File: src/cbtd_pkg.sv
// ---------------------------------------------------------------------------
// cbtd_pkg
// types, constants and helpers of the compressed block texture decoder
// ---------------------------------------------------------------------------
package cbtd_pkg;

  localparam int MAX_DIMENSION = 1024;
  localparam int DIM_W         = 11;
  localparam int COORD_W       = 10;
  localparam int TILE_W        = 7;
  localparam int COLS_W        = TILE_W + 1;
  localparam int QUEUE_DEPTH   = 2;
  localparam int QPTR_W        = $clog2(QUEUE_DEPTH);
  localparam int QCNT_W        = $clog2(QUEUE_DEPTH + 1);
  localparam int PADDR_W       = 3;
  localparam int PDATA_W       = 32;

  // reciprocal of three, scaled by 2^11, exact for sums below 2048
  localparam int RECIP3       = 683;
  localparam int RECIP3_SHIFT = 11;

  // register indexes, taken from paddr[2]
  localparam logic REG_WIDTH  = 1'b0;
  localparam logic REG_HEIGHT = 1'b1;

  typedef struct packed {
    logic [15:0] color_a;
    logic [15:0] color_b;
    logic [31:0] index_bits;
  } item_t;

  typedef struct packed {
    logic [COORD_W-1:0] texel_x;
    logic [COORD_W-1:0] texel_y;
    logic [7:0]         red;
    logic [7:0]         green;
    logic [7:0]         blue;
    logic [7:0]         alpha;
    logic               last;
  } texel_t;

  typedef struct packed {
    logic [7:0] r;
    logic [7:0] g;
    logic [7:0] b;
    logic [7:0] a;
  } rgba_t;

  // one classified sub-block on its way to the texel sequencer
  typedef struct packed {
    rgba_t [3:0]        pal;
    logic [31:0]        index_bits;
    logic [COORD_W-1:0] x0;
    logic [COORD_W-1:0] y0;
    logic [15:0]        mask;
  } entry_t;

  function automatic logic [DIM_W-1:0] eff_dim(input logic [DIM_W-1:0] v);
    logic [DIM_W-1:0] res;
    res = v;
    if (v == '0) res = DIM_W'(1);
    else if (v > DIM_W'(MAX_DIMENSION)) res = DIM_W'(MAX_DIMENSION);
    return res;
  endfunction

  function automatic logic [23:0] widen565(input logic [15:0] c);
    return {c[15:11], c[15:13], c[10:5], c[10:9], c[4:0], c[4:2]};
  endfunction

  function automatic logic [7:0] div3(input logic [9:0] v);
    logic [19:0] prod;
    prod = 20'(v) * 20'(RECIP3);
    return prod[RECIP3_SHIFT +: 8];
  endfunction

endpackage

File: src/cbtd_front.sv
// ---------------------------------------------------------------------------
// cbtd_front
// accepts sub-blocks, tracks tile position, builds palette and texel mask
// ---------------------------------------------------------------------------
module cbtd_front (
  input  logic                      clk,
  input  logic                      rst,
  input  logic                      push,
  input  cbtd_pkg::item_t           item,
  input  logic [cbtd_pkg::DIM_W-1:0] image_width,
  input  logic [cbtd_pkg::DIM_W-1:0] image_height,
  input  logic                      q_full,
  output logic                      q_push,
  output cbtd_pkg::entry_t          q_data
);
  import cbtd_pkg::*;

  logic [TILE_W-1:0] tile_column;
  logic [TILE_W-1:0] tile_row;
  logic [1:0]        sub_block;

  logic [DIM_W-1:0]   w_eff;
  logic [DIM_W-1:0]   h_eff;
  logic [COLS_W-1:0]  cols;
  logic [COLS_W-1:0]  rows;
  logic [DIM_W:0]     w_round;
  logic [DIM_W:0]     h_round;
  logic [COORD_W-1:0] x0;
  logic [COORD_W-1:0] y0;
  logic [3:0]         col_ok;
  logic [3:0]         row_ok;
  logic [15:0]        mask;
  logic [23:0]        ea;
  logic [23:0]        eb;
  logic               a_gt_b;
  logic               accept;
  rgba_t [3:0]        pal;

  assign w_eff   = eff_dim(image_width);
  assign h_eff   = eff_dim(image_height);
  assign w_round = {1'b0, w_eff} + (DIM_W+1)'(7);
  assign h_round = {1'b0, h_eff} + (DIM_W+1)'(7);
  assign cols    = w_round[3 +: COLS_W];
  assign rows    = h_round[3 +: COLS_W];

  assign x0 = {tile_column, sub_block[0], 2'b00};
  assign y0 = {tile_row, sub_block[1], 2'b00};

  always_comb begin
    for (int i = 0; i < 4; i++) begin
      col_ok[i] = ({1'b0, x0} + DIM_W'(i)) < w_eff;
      row_ok[i] = ({1'b0, y0} + DIM_W'(i)) < h_eff;
    end
    for (int k = 0; k < 16; k++) begin
      mask[k] = row_ok[k / 4] & col_ok[k % 4];
    end
  end

  // palette: two endpoints and two blends, per channel, truncated
  assign ea     = widen565(item.color_a);
  assign eb     = widen565(item.color_b);
  assign a_gt_b = item.color_a > item.color_b;

  always_comb begin
    logic [9:0] a2b;
    logic [9:0] ab2;
    logic [8:0] ab;
    pal[0] = {ea, 8'hff};
    pal[1] = {eb, 8'hff};
    pal[2].a = 8'hff;
    pal[3].a = a_gt_b ? 8'hff : 8'h00;
    for (int ch = 0; ch < 3; ch++) begin
      a2b = {1'b0, ea[8*ch +: 8], 1'b0} + 10'(eb[8*ch +: 8]);
      ab2 = 10'(ea[8*ch +: 8]) + {1'b0, eb[8*ch +: 8], 1'b0};
      ab  = 9'(ea[8*ch +: 8]) + 9'(eb[8*ch +: 8]);
      // channel 2 is red, 1 green, 0 blue in the packed colour
      case (ch)
        2: begin
          pal[2].r = a_gt_b ? div3(a2b) : ab[8:1];
          pal[3].r = div3(ab2);
        end
        1: begin
          pal[2].g = a_gt_b ? div3(a2b) : ab[8:1];
          pal[3].g = div3(ab2);
        end
        default: begin
          pal[2].b = a_gt_b ? div3(a2b) : ab[8:1];
          pal[3].b = div3(ab2);
        end
      endcase
    end
  end

  assign accept = push && !q_full;
  assign q_push = accept && (mask != '0);

  always_comb begin
    q_data.pal        = pal;
    q_data.index_bits = item.index_bits;
    q_data.x0         = x0;
    q_data.y0         = y0;
    q_data.mask       = mask;
  end

  always_ff @(posedge clk) begin
    if (rst) begin
      tile_column <= '0;
      tile_row    <= '0;
      sub_block   <= '0;
    end else if (accept) begin
      if (sub_block != 2'd3) begin
        sub_block <= sub_block + 2'd1;
      end else begin
        sub_block <= '0;
        if (({1'b0, tile_column} + COLS_W'(1)) >= cols) begin
          tile_column <= '0;
          if (({1'b0, tile_row} + COLS_W'(1)) >= rows) tile_row <= '0;
          else tile_row <= tile_row + TILE_W'(1);
        end else begin
          tile_column <= tile_column + TILE_W'(1);
        end
      end
    end
  end

endmodule

File: src/cbtd_queue.sv
// ---------------------------------------------------------------------------
// cbtd_queue
// short queue of classified sub-blocks between front and back
// ---------------------------------------------------------------------------
module cbtd_queue (
  input  logic             clk,
  input  logic             rst,
  input  logic             wr_en,
  input  cbtd_pkg::entry_t wr_data,
  output logic             full,
  input  logic             rd_en,
  output cbtd_pkg::entry_t rd_data,
  output logic             empty
);
  import cbtd_pkg::*;

  entry_t              slots [QUEUE_DEPTH];
  logic [QPTR_W-1:0]   wr_ptr;
  logic [QPTR_W-1:0]   rd_ptr;
  logic [QCNT_W-1:0]   count;
  logic                do_wr;
  logic                do_rd;

  assign full    = count == QCNT_W'(QUEUE_DEPTH);
  assign empty   = count == '0;
  assign do_wr   = wr_en && !full;
  assign do_rd   = rd_en && !empty;
  assign rd_data = slots[rd_ptr];

  always_ff @(posedge clk) begin
    if (do_wr) slots[wr_ptr] <= wr_data;
  end

  always_ff @(posedge clk) begin
    if (rst) begin
      wr_ptr <= '0;
      rd_ptr <= '0;
      count  <= '0;
    end else begin
      if (do_wr) wr_ptr <= wr_ptr + QPTR_W'(1);
      if (do_rd) rd_ptr <= rd_ptr + QPTR_W'(1);
      if (do_wr && !do_rd) count <= count + QCNT_W'(1);
      else if (do_rd && !do_wr) count <= count - QCNT_W'(1);
    end
  end

endmodule

File: src/cbtd_back.sv
// ---------------------------------------------------------------------------
// cbtd_back
// texel sequencer: while the queue holds work and pop keeps pace, one texel of the current sub-block per cycle
// ---------------------------------------------------------------------------
module cbtd_back (
  input  logic              clk,
  input  logic              rst,
  input  logic              q_empty,
  input  cbtd_pkg::entry_t  q_data,
  output logic              q_pop,
  input  logic              pop,
  output logic              empty,
  output cbtd_pkg::texel_t  texel
);
  import cbtd_pkg::*;

  entry_t      cur;
  logic [15:0] rem;
  logic        active;
  logic        out_valid;
  texel_t      texel_r;

  logic [3:0]  k;
  logic [15:0] pick;
  logic [15:0] rem_after;
  logic        out_ready;
  logic        emit;
  logic        finish;
  logic        load;
  logic [4:0]  shamt;
  logic [31:0] sel_word;
  logic [1:0]  sel;
  rgba_t       colour;
  texel_t      texel_next;

  // lowest raster index still pending
  always_comb begin
    k = '0;
    for (int i = 15; i >= 0; i--) begin
      if (rem[i]) k = 4'(i);
    end
  end

  assign pick      = 16'd1 << k;
  assign rem_after = rem & ~pick;
  assign out_ready = !out_valid || pop;
  assign emit      = active && out_ready;
  assign finish    = emit && (rem_after == '0);
  assign load      = !q_empty && (!active || finish);
  assign q_pop     = load;

  assign shamt    = 5'd30 - {k, 1'b0};
  assign sel_word = cur.index_bits >> shamt;
  assign sel      = sel_word[1:0];
  assign colour   = cur.pal[sel];

  always_comb begin
    texel_next.texel_x = cur.x0 + COORD_W'(k[1:0]);
    texel_next.texel_y = cur.y0 + COORD_W'(k[3:2]);
    texel_next.red     = colour.r;
    texel_next.green   = colour.g;
    texel_next.blue    = colour.b;
    texel_next.alpha   = colour.a;
    texel_next.last    = rem_after == '0;
  end

  always_ff @(posedge clk) begin
    if (rst) begin
      active    <= 1'b0;
      out_valid <= 1'b0;
      rem       <= '0;
    end else begin
      if (load) begin
        active <= 1'b1;
        rem    <= q_data.mask;
      end else if (finish) begin
        active <= 1'b0;
        rem    <= '0;
      end else if (emit) begin
        rem <= rem_after;
      end
      if (emit) out_valid <= 1'b1;
      else if (pop) out_valid <= 1'b0;
    end
  end

  always_ff @(posedge clk) begin
    if (load) cur <= q_data;
    if (emit) texel_r <= texel_next;
  end

  assign empty = !out_valid;
  assign texel = texel_r;

endmodule

File: src/compressed_block_texture_decoder.sv
// ---------------------------------------------------------------------------
// compressed_block_texture_decoder
// 4x4 colour-endpoint sub-block decoder with image position tracking
// ---------------------------------------------------------------------------
// Each pushed transaction is one 4x4 sub-block (two RGB565 endpoints and
// sixteen 2-bit selectors); the block decodes it into up to sixteen texels,
// popped one transaction per texel in raster order with image coordinates,
// and marks the final texel of the sub-block with last. Sub-blocks are
// expected in 8x8 tiles of 2x2 sub-blocks, tiles left to right then top to
// bottom; texels at or beyond image_width or image_height are dropped, and a
// sub-block wholly outside the image gives no texels but still advances the
// position. The output side delivers one texel per clock while the queue
// holds work and pop keeps pace; a sub-block wholly outside never enters the
// queue. The front end classifies a sub-block in the cycle it is accepted
// and hands it to a two-entry queue, so push flows while the sequencer is
// busy until the queue fills; between push and its first texel lie the
// queue slot, the sequencer's current entry and the texel output register.
// Registers (APB, 32-bit data): image_width at 0x0, image_height at 0x4,
// 11 bits each, reset 8; zero acts as 1 and values above 1024 as 1024.
// Rewrite them only when the block is idle.
// ---------------------------------------------------------------------------
module compressed_block_texture_decoder (
  input  logic                         clk,
  input  logic                         rst,
  // sub-block input
  input  logic                         push,
  output logic                         full,
  input  cbtd_pkg::item_t              item,
  // texel output
  output logic                         empty,
  input  logic                         pop,
  output cbtd_pkg::texel_t             texel,
  // configuration
  input  logic                         psel,
  input  logic                         penable,
  input  logic                         pwrite,
  input  logic [cbtd_pkg::PADDR_W-1:0] paddr,
  input  logic [cbtd_pkg::PDATA_W-1:0] pwdata,
  output logic [cbtd_pkg::PDATA_W-1:0] prdata,
  output logic                         pready
);
  import cbtd_pkg::*;

  logic [DIM_W-1:0] image_width;
  logic [DIM_W-1:0] image_height;
  logic             reg_sel;
  logic             cfg_write;

  // front to queue
  logic             f_push;
  entry_t           f_data;
  logic             q_full;
  // queue to sequencer
  logic             q_pop;
  entry_t           q_data;
  logic             q_empty;

  // --- configuration port: zero wait states, word-aligned registers
  assign pready    = 1'b1;
  assign reg_sel   = paddr[PADDR_W-1];
  assign cfg_write = psel && penable && pwrite && pready;

  always_ff @(posedge clk) begin
    if (rst) begin
      image_width  <= DIM_W'(8);
      image_height <= DIM_W'(8);
    end else if (cfg_write) begin
      case (reg_sel)
        REG_WIDTH:  image_width  <= pwdata[DIM_W-1:0];
        REG_HEIGHT: image_height <= pwdata[DIM_W-1:0];
        default:    image_width  <= image_width;
      endcase
    end
  end

  always_comb begin
    case (reg_sel)
      REG_WIDTH:  prdata = PDATA_W'(image_width);
      REG_HEIGHT: prdata = PDATA_W'(image_height);
      default:    prdata = '0;
    endcase
  end

  // --- front end: position tracking, palette and clip mask
  cbtd_front u_front (
    .clk          (clk),
    .rst          (rst),
    .push         (push),
    .item         (item),
    .image_width  (image_width),
    .image_height (image_height),
    .q_full       (q_full),
    .q_push       (f_push),
    .q_data       (f_data)
  );

  // input stalls only when the decoupling queue is full
  assign full = q_full;

  // --- decoupling queue
  cbtd_queue u_queue (
    .clk     (clk),
    .rst     (rst),
    .wr_en   (f_push),
    .wr_data (f_data),
    .full    (q_full),
    .rd_en   (q_pop),
    .rd_data (q_data),
    .empty   (q_empty)
  );

  // --- back end: texel sequencer with registered output
  cbtd_back u_back (
    .clk     (clk),
    .rst     (rst),
    .q_empty (q_empty),
    .q_data  (q_data),
    .q_pop   (q_pop),
    .pop     (pop),
    .empty   (empty),
    .texel   (texel)
  );

endmodule

File: config.mk
export PLATFORM = sky130hd
export DESIGN_NAME = compressed_block_texture_decoder
export DESIGN_NICKNAME = d
export VERILOG_FILES = /design/src/cbtd_pkg.sv /design/src/cbtd_front.sv /design/src/cbtd_queue.sv /design/src/cbtd_back.sv /design/src/compressed_block_texture_decoder.sv
export SDC_FILE = /design/constraint.sdc
export NUM_CORES = 1
export LEC_CHECK = 0
export ABC_AREA = 1
export BUFFER_PORTS_ARGS = -buffer_cell sky130_fd_sc_hd__buf_2
export CAP_MARGIN = 20
export CELL_PAD_IN_SITES_DETAIL_PLACEMENT = 0
export CELL_PAD_IN_SITES_GLOBAL_PLACEMENT = 2
export CORE_ASPECT_RATIO = 0.8
export CORE_MARGIN = 2
export CORE_UTILIZATION = 46
export DETAILED_ROUTE_END_ITERATION = 8
export PLACE_DENSITY = 0.91
export SYNTH_ARGS = -nofsm -noshare
export SYNTH_HDL_FRONTEND = slang
export SYNTH_HIERARCHICAL = 1
export SYNTH_SLANG_ARGS = --single-unit
File: constraint.sdc
create_clock -name clk -period 24.4 [get_ports clk]
set_input_delay 2.44 -clock clk [delete_from_list [all_inputs] [get_ports clk]]
set_output_delay 2.44 -clock clk [all_outputs]
set_load 0.01 [all_outputs]
---- Word-level counts from Yosys, hierarchy flattened ----
Memory sizes are Yosys's and may differ from the RTL's. A register that Yosys moved wholly into a read port is not among the register bits.
Index checks and enable logic that the tools add are counted.
word-level totals
  input bits .............................. 106
  bits in writable memories ............... 336
  memories ................................ 1
  word-level logic and storage cells ...... 186
  register bits after elaboration ......... 293
operators by class
  reduce and logical (&&, ||, !) cells .... 32
  shift-type cells ........................ 2
  muxes and demuxes ....................... 43
  multipliers ............................. 6
  $lt $le $gt $ge ......................... 14
  equality and inequality tests ........... 2
  add/sub/neg operators ................... 29
  bitwise operators ....................... 20
memories
  name           depth  width  read ports  clocked after Yosys merged registers in  write ports  RTL line          source
  u_queue.slots  2      168    1           1                                        1            cbtd_queue.sv:17  entry_t slots [QUEUE_DEPTH];
operator list
  kind                                                   count
  multiplier 10 x 10 -> 19 bit, second input constant    6
  < comparator 11 bit                                    6
  binary-select mux 32 bit (select 2 bit)                1
  2-to-1 mux 4 bit                                       16
  case mux 32 bit (2 select lines)                       1
  2-to-1 mux 16 bit                                      3
  adder 10 x 2 -> 11 bit, second input constant          4
  2-to-1 mux 11 bit                                      4
  2-to-1 mux 32 bit                                      1
  2-to-1 mux 8 bit                                       4
  right shift 32 x 5 -> 2 bit                            1
  adder 8 x 9 -> 10 bit                                  3
  adder 9 x 8 -> 10 bit                                  3
  adder 8 x 8 -> 9 bit                                   3
  adder 10 x 1 -> 11 bit, second input constant          2
  adder 11 x 3 -> 11 bit, second input constant          2
  greater-than comparator 11 bit, second input constant  2
  zero test 11 bit                                       2
  < comparator 10 x 11 -> 1 bit                          2
  adder 10 x 2 -> 10 bit                                 2
  adder 7 x 1 -> 8 bit, second input constant            2
  AND 1 bit                                              16
  AND 16 bit                                             1
  greater-or-equal comparator 8 bit                      2
  other kinds (25)                                       59

---- Longest topological paths before layout ----
Gate-level depths: netlist of the first run.
  depth in word-level cells ............... 27
  depth in mapped cells ................... 32

---- Modules after synthesis ----
The synthesis of the first run kept the hierarchy.
modules (own cells, without submodules)
  module                            sequential area each (µm²)  times used  cells an instance  area an instance (µm²)
  cbtd_front                        320.3                       1           2422               17473.0
  cbtd_queue                        11871.4                     1           647                14963.1
  cbtd_back                         7357.1                      1           876                10654.0
  compressed_block_texture_decoder  440.4                       1           193                1208.7

---- Worst setup path before layout of the first run ----
Ideal clock, no wire load.
  kind .................................... input to register
  from .................................... input pop
  to ...................................... register u_queue.count[1]
  buffers on the path ..................... 0
  slack ................................... 9.291 ns
  arrival ................................. 14.999 ns
  cell stages on the path ................. 12
  cells stage by stage .................... or2_2 > nand2_1 > inv_1 > nand3_2 > a21oi_1 > o21ai_0 > ha_1 > inv_1 > nand3_1 > nand2_1 > inv_1 > nor2_1
between the ends
  word-level cells in the longest chain between the ends .. 9
RTL lines
  item                                                    RTL line                                source
  start, declared                                         compressed_block_texture_decoder.sv:31  input logic pop,
  logical OR 1 bit *                                      cbtd_back.sv:46                         assign out_ready = !out_valid || pop;
  logical AND 1 bit *                                     cbtd_back.sv:47                         assign emit = active && out_ready;
  named net u_back.emit                                   cbtd_back.sv:27                         logic emit;
  logical AND 1 bit *                                     cbtd_back.sv:48                         assign finish = emit && (rem_after == '0);
  logical OR 1 bit *                                      cbtd_back.sv:49                         assign load = !q_empty && (!active || finish);
  logical AND 1 bit *                                     cbtd_back.sv:49
  named net q_pop                                         compressed_block_texture_decoder.sv:54  logic q_pop;
  logical AND 1 bit *                                     cbtd_queue.sv:27                        assign do_rd = rd_en && !empty;
  zero test 1 bit                                         cbtd_queue.sv:42                        if (do_wr && !do_rd) count <= count + QCNT_W'(1);
  logical AND 1 bit                                       cbtd_queue.sv:42
  2-to-1 mux 2 bit or nonzero test 2 bit (tied branches)  --
  end signal, assigned                                    cbtd_queue.sv:42
  end signal, assigned                                    cbtd_queue.sv:43                        else if (do_rd && !do_wr) count <= count - QCNT_W'(1);
  end, declared                                           cbtd_queue.sv:20                        logic [QCNT_W-1:0] count;
The timed path passes the listed nets; every way through them passes the cells marked *.
A chain may end at the register's enable or synchronous reset.

==> impl_metrics.yaml, run 1 <==
place:
  dp_hpwl_mm: 67.1
  place_congestion: 0.865
  port_buffers: 148
  pre_cts_slack_ps: 16050
sta:
  min_period_ps: 7770
  final_max_slew_viol_count: 0
  clock_skew_ps: 31.9
  rsz0062_at_grt: "false"
  setup_slack_ps: 16630
  final-hold-violation-count: 0
  setup_tns_ps: 0
  fmax_mhz: 129
  tightest_slew_ps: 1050
  setup_viol: 0
  finalCritPeriodShare: 0.318
  slew_headroom: 0.298
run_status:
  status: "complete, no violations"
floorplanning:
  core_um2: 95200
  num_rows: 101
  die_y_um: 282
  initial_core_util: 0.466
  die_w_um: 351
  pin_count: 194
  die_area_um2: 98800
final_layout:
  fillers: 8558
  seqCellArea_um2: 20000
  drive_gt1_frac: 0.131
  syn_to_final_growth_pct: 8.13
  multi_input_area_um2: 20500
  fin_nets: 4908
synth:
  synth_top_area_frac: 0.424
  synthCells: 4138
  synthTopCellsByCount: "nand2_1 (651), inv_1 (631), edfxtp_1 (625), ha_1 (453), nand3_1 (216)"
  synth_top_cell_by_area: "edfxtp_1"
  ys_seq_area_frac: 0.451
  synth_ff_type: "edfxtp_1"
  synth_area_per_cell_um2: 10.7
  synth-seq-cells: 686
  synth_area_leaders: "edfxtp_1 (42%), ha_1 (13%), fa_1 (6.1%)"
  synth_cell_types: 60
  synth_edf_count: 625
  syn-cell-area_um2: 44300
  synth_most_common_cell: "nand2_1"
  ys.warnings.count: 6
  synthArstFlopShare: 0
setup_path:
  crit_path_frequent_cell: "nand2_1"
  rrSetupSlack_ps: 19110
  arrival_ps: 8130
  path_max_fanout: 11
  worstSetupStartpointType: "input pin"
  critPathMaxStageDelay_ps: 530
  cpMaxStageDelayCell: "fa_1"
  crit_family: "adder cells"
  rr_endpoint: "u_queue/slots[0][2]"
  crit_required_ps: 24760
  cp-end-kind: "flip-flop"
  startpoint: "item[57]"
  r2r_cells: 22
  crit_buf_inv: 5
  r2r-start: "image_height[10]"
  critical_path_class: "in -> reg"
job:
  cap_viol_max_count: 0
route:
  drtIter0Drc: 1729
  vias: 27675
  postRouteAntennaNets: 0
  wl_per_cell_um: 16.8
  drc: 0
  drt-vias-per-instance: 4.98
  first_pass_iters: 5
  wirelength_mm: 93.5
cts:
  clock_sinks: 686
  clk_pin_slew_ps: 60
  cts_setup_buffers: 0
  clock_path_buffers: 3
  cts_buffers: 73
  htree_levels: 3
  cts_tree: "built"
  cts-root-buf: "clkbuf_16"
  ctsHoldBuffers: 0
  cts_resized: 0
  clock_latency_ps: 620
min_path:
  min_from: "u_queue/slots[0][113]"
  min_path_cells: 1
  worst_hold_path.endpoint: "u_back/cur[113]"
  worstHoldPathType: "reg -> reg"
global_route:
  grt_max_degree: 73
  grt_pass1_wl_mm: 148
  antenna_found_initial: 5
  grt-ovfl-total: 0
  first_global_vias: 27162
  grt_usage: 0.189
==> final cells by class <==
class / count / area share
antenna: 3 / 0.000157
clock buffer: 88 / 0.0404
clock inverter: 45 / 0.0116
inverter: 647 / 0.0508
multi-input combinational: 2638 / 0.428
sequential: 686 / 0.417
tap: 1287 / 0.0336
timing repair buffer: 167 / 0.0185
==> sequential cells by signal (all words and copies together) (netlist names), named ones only <==
signal and flops:
u_queue/slots 392, u_back/cur 180, u_back/texel 53, u_back/rem 16, image_height 11, image_width 11
u_front/tile_column 7, u_front/tile_row 7, u_front/sub_block 2, u_queue/count 2, u_back/active 1, u_back/out_valid 1
u_queue/rd_ptr 1, u_queue/wr_ptr 1
==> layer usage <==
layer / GRT usage / wire length [um] / part of all wire
met1: 0.282 / 47100 / 0.50
met3: 0.0245 / 3860 / 0.041
met5: 0 / 21 / 0.00022
met2: 0.294 / 41000 / 0.44
met4: 0.0416 / 1490 / 0.016
==> how the worst max path moves through the flow <==
stage                                  to  cells past startpoint
floorplan                u_queue/count[1]                     12
global placement    u_queue/slots[0][149]                     21
detailed placement  u_queue/slots[0][149]                     21
CTS                 u_queue/slots[0][149]                     21
global route        u_queue/slots[0][148]                     27
finish              u_queue/slots[1][148]                     27
==> placed cells by master, fill, tap and decap left out, types with 9 or more instances in the layout <==
| master | n |
|---|---|
| inv_2 | 12 |
| ha_1 | 453 |
| edfxtp_1 | 625 |
| conb_1 | 50 |
| mux2_2 | 56 |
| a21oi_1 | 171 |
| o21ai_1 | 24 |
| inv_1 | 630 |
| nand2_2 | 11 |
| clkbuf_1 | 11 |
| nand3b_1 | 75 |
| buf_4 | 18 |
| xnor2_1 | 30 |
| buf_2 | 148 |
| clkinv_2 | 9 |
| nor3_1 | 23 |
| xor2_1 | 98 |
| nor2_1 | 198 |
| o21ai_0 | 132 |
| clkbuf_16 | 74 |
| clkinv_1 | 18 |
| o21bai_1 | 18 |
| nand3_1 | 216 |
| nand4_1 | 31 |
| bufinv_16 | 11 |
| fa_1 | 136 |
| dfxtp_1 | 60 |
| a21o_1 | 11 |
| nand3_2 | 21 |
| nand2_1 | 651 |
| a21oi_2 | 11 |
| mux2_4 | 140 |
==> cells by family (layout without fill, tap and decap cells) <==
family	count (synthesis)	in the layout	share of synthesized area
buf+inv	860	947	0.0909
simple gates	1260	1260	0.128
compound gates	415	415	0.0527
other cells	4	53	0.000339
flops	686	686	0.451
mux	196	196	0.0617
fa+ha+maj	589	589	0.189
xor+xnor	128	128	0.0253
==> metrics by stage <==
stage / area, um2 / util / std cells / hold slack, ps
5_1_grt: 47900 / 0.503 / 5560 / 538
4_1_cts: 47900 / 0.503 / 5558 / 522
2_1_floorplan: 44500 / - / 4184 / 454
6_report: 47900 / 0.503 / 5561 / 517
3_5_place_dp: 45400 / 0.477 / 5425 / 518
3_3_place_gp: 45400 / 0.477 / 5424 / 510
Power of run 1 is not shown: default switching activity piles up to over one toggle a cycle in this logic, so the estimate is an artifact.
==> run 2, diff against run 1 <==
--- a/config.mk
+++ b/config.mk
@@ -12,9 +12,9 @@
 export CELL_PAD_IN_SITES_GLOBAL_PLACEMENT = 2
 export CORE_ASPECT_RATIO = 0.8
 export CORE_MARGIN = 2
-export CORE_UTILIZATION = 46
+export CORE_UTILIZATION = 43
 export DETAILED_ROUTE_END_ITERATION = 8
-export PLACE_DENSITY = 0.91
+export PLACE_DENSITY = 0.86
 export SYNTH_ARGS = -nofsm -noshare
 export SYNTH_HDL_FRONTEND = slang
 export SYNTH_HIERARCHICAL = 1
==> constraint.sdc (replaced) <==
create_clock -name clk -period 8.1 [get_ports clk]
set_input_delay 0.81 -clock clk [delete_from_list [all_inputs] [get_ports clk]]
set_output_delay 0.81 -clock clk [all_outputs]
set_load 0.01 [all_outputs]
==> run 2 against run 1 <==
Effect of this change:
- core utilization shrank 3.5 points
- register-to-register slack got worse by 16000 ps
- clock-buffer cell count increased by 8
- critical path depth down 2
- die area grew 6.9%
- routed wire length grew 1.6%
- non-clock buffer count increased by 2
- clock skew grew 25 ps
- design area hardly changed
==> impl_metrics.yaml, run 2 (synthesized netlist as in run 1, its figures left out) <==
route:
  wirelength_mm: 95.0
  drt-vias-per-instance: 4.94
  postRouteAntennaNets: 0
  vias: 27689
  drc: 0
  wl_per_cell_um: 16.9
  first_pass_iters: 8
  drtIter0Drc: 1723
floorplanning:
  die_area_um2: 106000
  die_w_um: 363
  die_y_um: 291
  initial_core_util: 0.433
  core_um2: 102000
  num_rows: 105
  pin_count: 194
sta:
  finalCritPeriodShare: 0.739
  rsz0062_at_grt: "false"
  tightest_slew_ps: 1100
  fmax_mhz: 167
  clock_skew_ps: 57.4
  min_period_ps: 5990
  final_max_slew_viol_count: 0
  setup_tns_ps: 0
  slew_headroom: 0.263
  final-hold-violation-count: 0
  setup_viol: 0
  hold_slack_ps: 363
final_layout:
  largest_reg_flops: 392
  drive_gt1_frac: 0.129
  finish.instance_area_um2: 47900
  final_cells: 5609
  top_register: "u_queue/slots"
  final_common_cell: "nand2_1"
  fin_nets: 4910
  syn_to_final_growth_pct: 8.22
  layout_common_cells: "nand2_1 (651), inv_1 (630), edfxtp_1 (625)"
  num_antenna_cells: 0
global_route:
  grt_max_degree: 160
  antenna_found_initial: 12
  met1_usage: 0.263
  use_met2: 0.284
  grt_pass1_wl_mm: 151
  grt_usage: 0.180
  grt-busiest-layer: "met2"
  use_met3: 0.0290
  grt-ovfl-total: 0
  first_global_vias: 27403
run_status:
  status: "complete, no violations"
cts:
  cts_buffers: 73
  ctsHoldBuffers: 0
  clock_path_buffers: 3
  cts_resized: 0
  cts_setup_buffers: 0
  cts-root-buf: "clkbuf_16"
  cts_tree: "built"
  htree_levels: 3
  clock_latency_ps: 630
  clk_pin_slew_ps: 60
  clock_sinks: 686
setup_path:
  critical_path_class: "in -> reg"
  crit_required_ps: 8460
  cp-end-kind: "flip-flop"
  crit_buf_inv: 5
  crit_family: "adder cells"
  worstSetupStartpointType: "input pin"
  arrival_ps: 6340
  path_max_fanout: 12
  cpMaxStageDelayCell: "fa_1"
  critPathMaxStageDelay_ps: 530
place:
  dp_hpwl_mm: 69.3
  place_area_um2: 45500
  place_congestion: 0.843
  placed_cells: 5477
  port_buffers: 148
job:
  cap_viol_max_count: 0
min_path:
  worstHoldPathType: "in -> reg"
==> run 2: changes by cell type in the layout (fill, tap and decap cells not counted), sizes merged <==
cell,previous run,this run
clkinv,33,27
bufinv,11,8
diode,3,0
inv,646,647
clkbuf,88,96
buf,167,169
clkinvlp,2,1
==> run 2: layout make-up <==
| cell class | instances | area [um2] |
|---|---|---|
| timing repair buffer | 169 | 936 |
| fill | 9516 | 54400 |
| multi-input combinational | 2638 | 20500 |
| clock inverter | 36 | 513 |
| tap | 1337 | 1670 |
| sequential | 686 | 20000 |
| inverter | 647 | 2430 |
| clock buffer | 96 | 1910 |
==> run 2: layer usage <==
metal  vias up  part of all wire
li1      13949                 -
met1     13145              0.49
met2       456              0.45
met3       121             0.046
met4        18             0.016
met5         -            0.0011
==> run 2: worst reg2reg max path: cells and delay by family, from the launching register on <==
| family | cells | cell delay [ps] |
|---|---|---|
| flops | 1 | 600 |
| fa+ha+maj | 1 | 240 |
| simple gates | 16 | 2350 |
| buf+inv | 3 | 810 |
| compound gates | 1 | 290 |
==> run 2: through the flow <==
stage / setup slack [ps] / utilization
finish: 2110 / 0.468
detailed placement: 1450 / 0.445
global placement: 1500 / 0.445
global route: 1700 / 0.468
floorplan: -3040 / -
CTS: 2110 / 0.468
==> run 2: worst paths after layout <==
check | startpoint | to | slack (ps) | cells past startpoint
max reg2reg | image_height[10] | u_queue/slots[1][92] | 3360 | 21
max | item[58] | u_queue/slots[0][186] | 2110 | 25
min reg2reg | u_queue/slots[0][32] | u_back/cur[32] | 510 | 1
min | item[16] | u_queue/slots[0][52] | 360 | 1
Power of run 2 is left out for the same reason.
==> run 3, diff against run 2 <==
--- a/config.mk
+++ b/config.mk
@@ -12,9 +12,9 @@
 export CELL_PAD_IN_SITES_GLOBAL_PLACEMENT = 2
 export CORE_ASPECT_RATIO = 0.8
 export CORE_MARGIN = 2
-export CORE_UTILIZATION = 43
+export CORE_UTILIZATION = 39
 export DETAILED_ROUTE_END_ITERATION = 8
-export PLACE_DENSITY = 0.86
+export PLACE_DENSITY = 0.83
 export SYNTH_ARGS = -nofsm -noshare
 export SYNTH_HDL_FRONTEND = slang
 export SYNTH_HIERARCHICAL = 1
==> constraint.sdc (replaced) <==
create_clock -name clk -period 5.5 [get_ports clk]
set_input_delay 0.55 -clock clk [delete_from_list [all_inputs] [get_ports clk]]
set_output_delay 0.55 -clock clk [all_outputs]
set_load 0.01 [all_outputs]
==> run 3 against run 2 <==
Effect of this change:
- first-iteration DRC count increased by 0.17%
- global-route usage decreased by 1.3 points
- cell count increased by 8.1%
- non-clock buffer count increased by 274
- core utilization decreased by 2.2 points
- routed wire length increased by 3.3%
- sequential share of layout area decreased by 1.9 points
- highest routed layer unchanged
==> impl_metrics.yaml, run 3 (synthesized netlist as in run 1, its figures left out) <==
global_route:
  grt_pass1_wl_mm: 155
  grt_max_degree: 73
  first_global_vias: 28155
  grt-ovfl-total: 0
  antenna_found_initial: 5
  grt_usage: 0.167
cts:
  clock_latency_ps: 620
  htree_levels: 3
  cts_setup_buffers: 0
  clk_pin_slew_ps: 50
  clock_path_buffers: 3
  clock_sinks: 686
  cts-root-buf: "clkbuf_16"
  cts_tree: "built"
  cts_buffers: 76
floorplanning:
  die_w_um: 381
  die_area_um2: 116000
  pin_count: 194
  initial_core_util: 0.393
  num_rows: 110
  die_y_um: 305
  core_um2: 113000
place:
  dp_hpwl_mm: 74.1
  placed_cells: 5926
  place_congestion: 0.855
  place_area_um2: 47900
  port_buffers: 148
final_layout:
  syn_to_final_growth_pct: 13.5
  utilization: 0.447
  multi_input_area_um2: 20500
  fin_nets: 5187
  drive_gt1_frac: 0.186
  fillers: 10715
  final_cells: 6061
  final_common_cell: "nand2_1"
  layout_common_cells: "nand2_1 (650), inv_1 (630), edfxtp_1 (625)"
  top_register: "u_queue/slots"
  seqCellArea_um2: 20000
  largest_reg_flops: 392
  finish.instance_area_um2: 50300
route:
  vias: 28693
  first_pass_iters: 7
  postRouteAntennaNets: 0
  wl_per_cell_um: 16.2
  drc: 0
  wirelength_mm: 98.1
  drt-vias-per-instance: 4.73
  drtIter0Drc: 1726
sta:
  finalCritPeriodShare: 0.955
  setup_viol: 0
  fmax_mhz: 190
  final_max_slew_viol_count: 0
  clock_skew_ps: 24.0
  rsz0062_at_grt: "false"
  min_period_ps: 5250
  final-hold-violation-count: 0
  tightest_slew_ps: 1020
  slew_headroom: 0.320
setup_path:
  cp-end-kind: "flip-flop"
  critPathMaxStageDelay_ps: 540
  critical_path_class: "in -> reg"
  cpMaxStageDelayCell: "fa_1"
  crit_required_ps: 5860
  rrSetupSlack_ps: 1340
  arrival_ps: 5610
  path_max_fanout: 3
  worstSetupStartpointType: "input pin"
min_path:
  worstHoldPathType: "in -> reg"
job:
  cap_viol_max_count: 0
run_status:
  status: "complete, no violations"
==> run 3: final timing paths <==
check / startpoint / end / depth (start not counted)
max reg2reg: u_back/rem[15] / u_queue/count[1] / 23
max: item[41] / u_queue/slots[0][186] / 25
min reg2reg: u_front/tile_row[6] / u_queue/slots[1][25] / 0
min: item[18] / u_queue/slots[1][54] / 1
==> run 3: area by class of cell <==
type	count	area share
Clock buffer	88	0.0387
Sequential cell	686	0.398
Tap cell	1512	0.0376
Multi-Input combinational cell	2638	0.408
Clock inverter	45	0.00779
Timing Repair Buffer	443	0.0620
Antenna cell	2	0.0000995
Inverter	647	0.0484
==> run 3: critical path: cells and delay by family <==
kind	cells	cell delay [ps]
fa+ha+maj	8	3110
simple gates	7	770
compound gates	3	540
xor+xnor	2	310
buf+inv	5	310
==> run 3: metrics by stage <==
step / TNS (ps) / setup WS (ps) / hold WS [ps]
detailed placement: -20230 / -346 / 523
global placement: -16440 / -345 / 514
floorplan: -24930 / -654 / 454
global route: 0 / 15.0 / 84.9
CTS: 0 / 295 / 77.8
finish: 0 / 246 / 123
==> run 3: what timing repair did <==
item | in CTS | in global routing
endpoints found under the hold margin | 0 | 0
hold buffers | 0 | 0
gates resized for setup | 0 | 1
endpoints found under the setup margin | 0 | 2
==> run 3: routing by layer <==
metal  share of wire  vias to the layer above  GRT usage
li1                -                    14504          -
met1            0.52                    13628      0.254
met2            0.43                      461      0.254
met3           0.037                       94     0.0220
met4           0.016                        6     0.0317
met5         0.00042                        -          0
Power of run 3 is left out for the same reason.
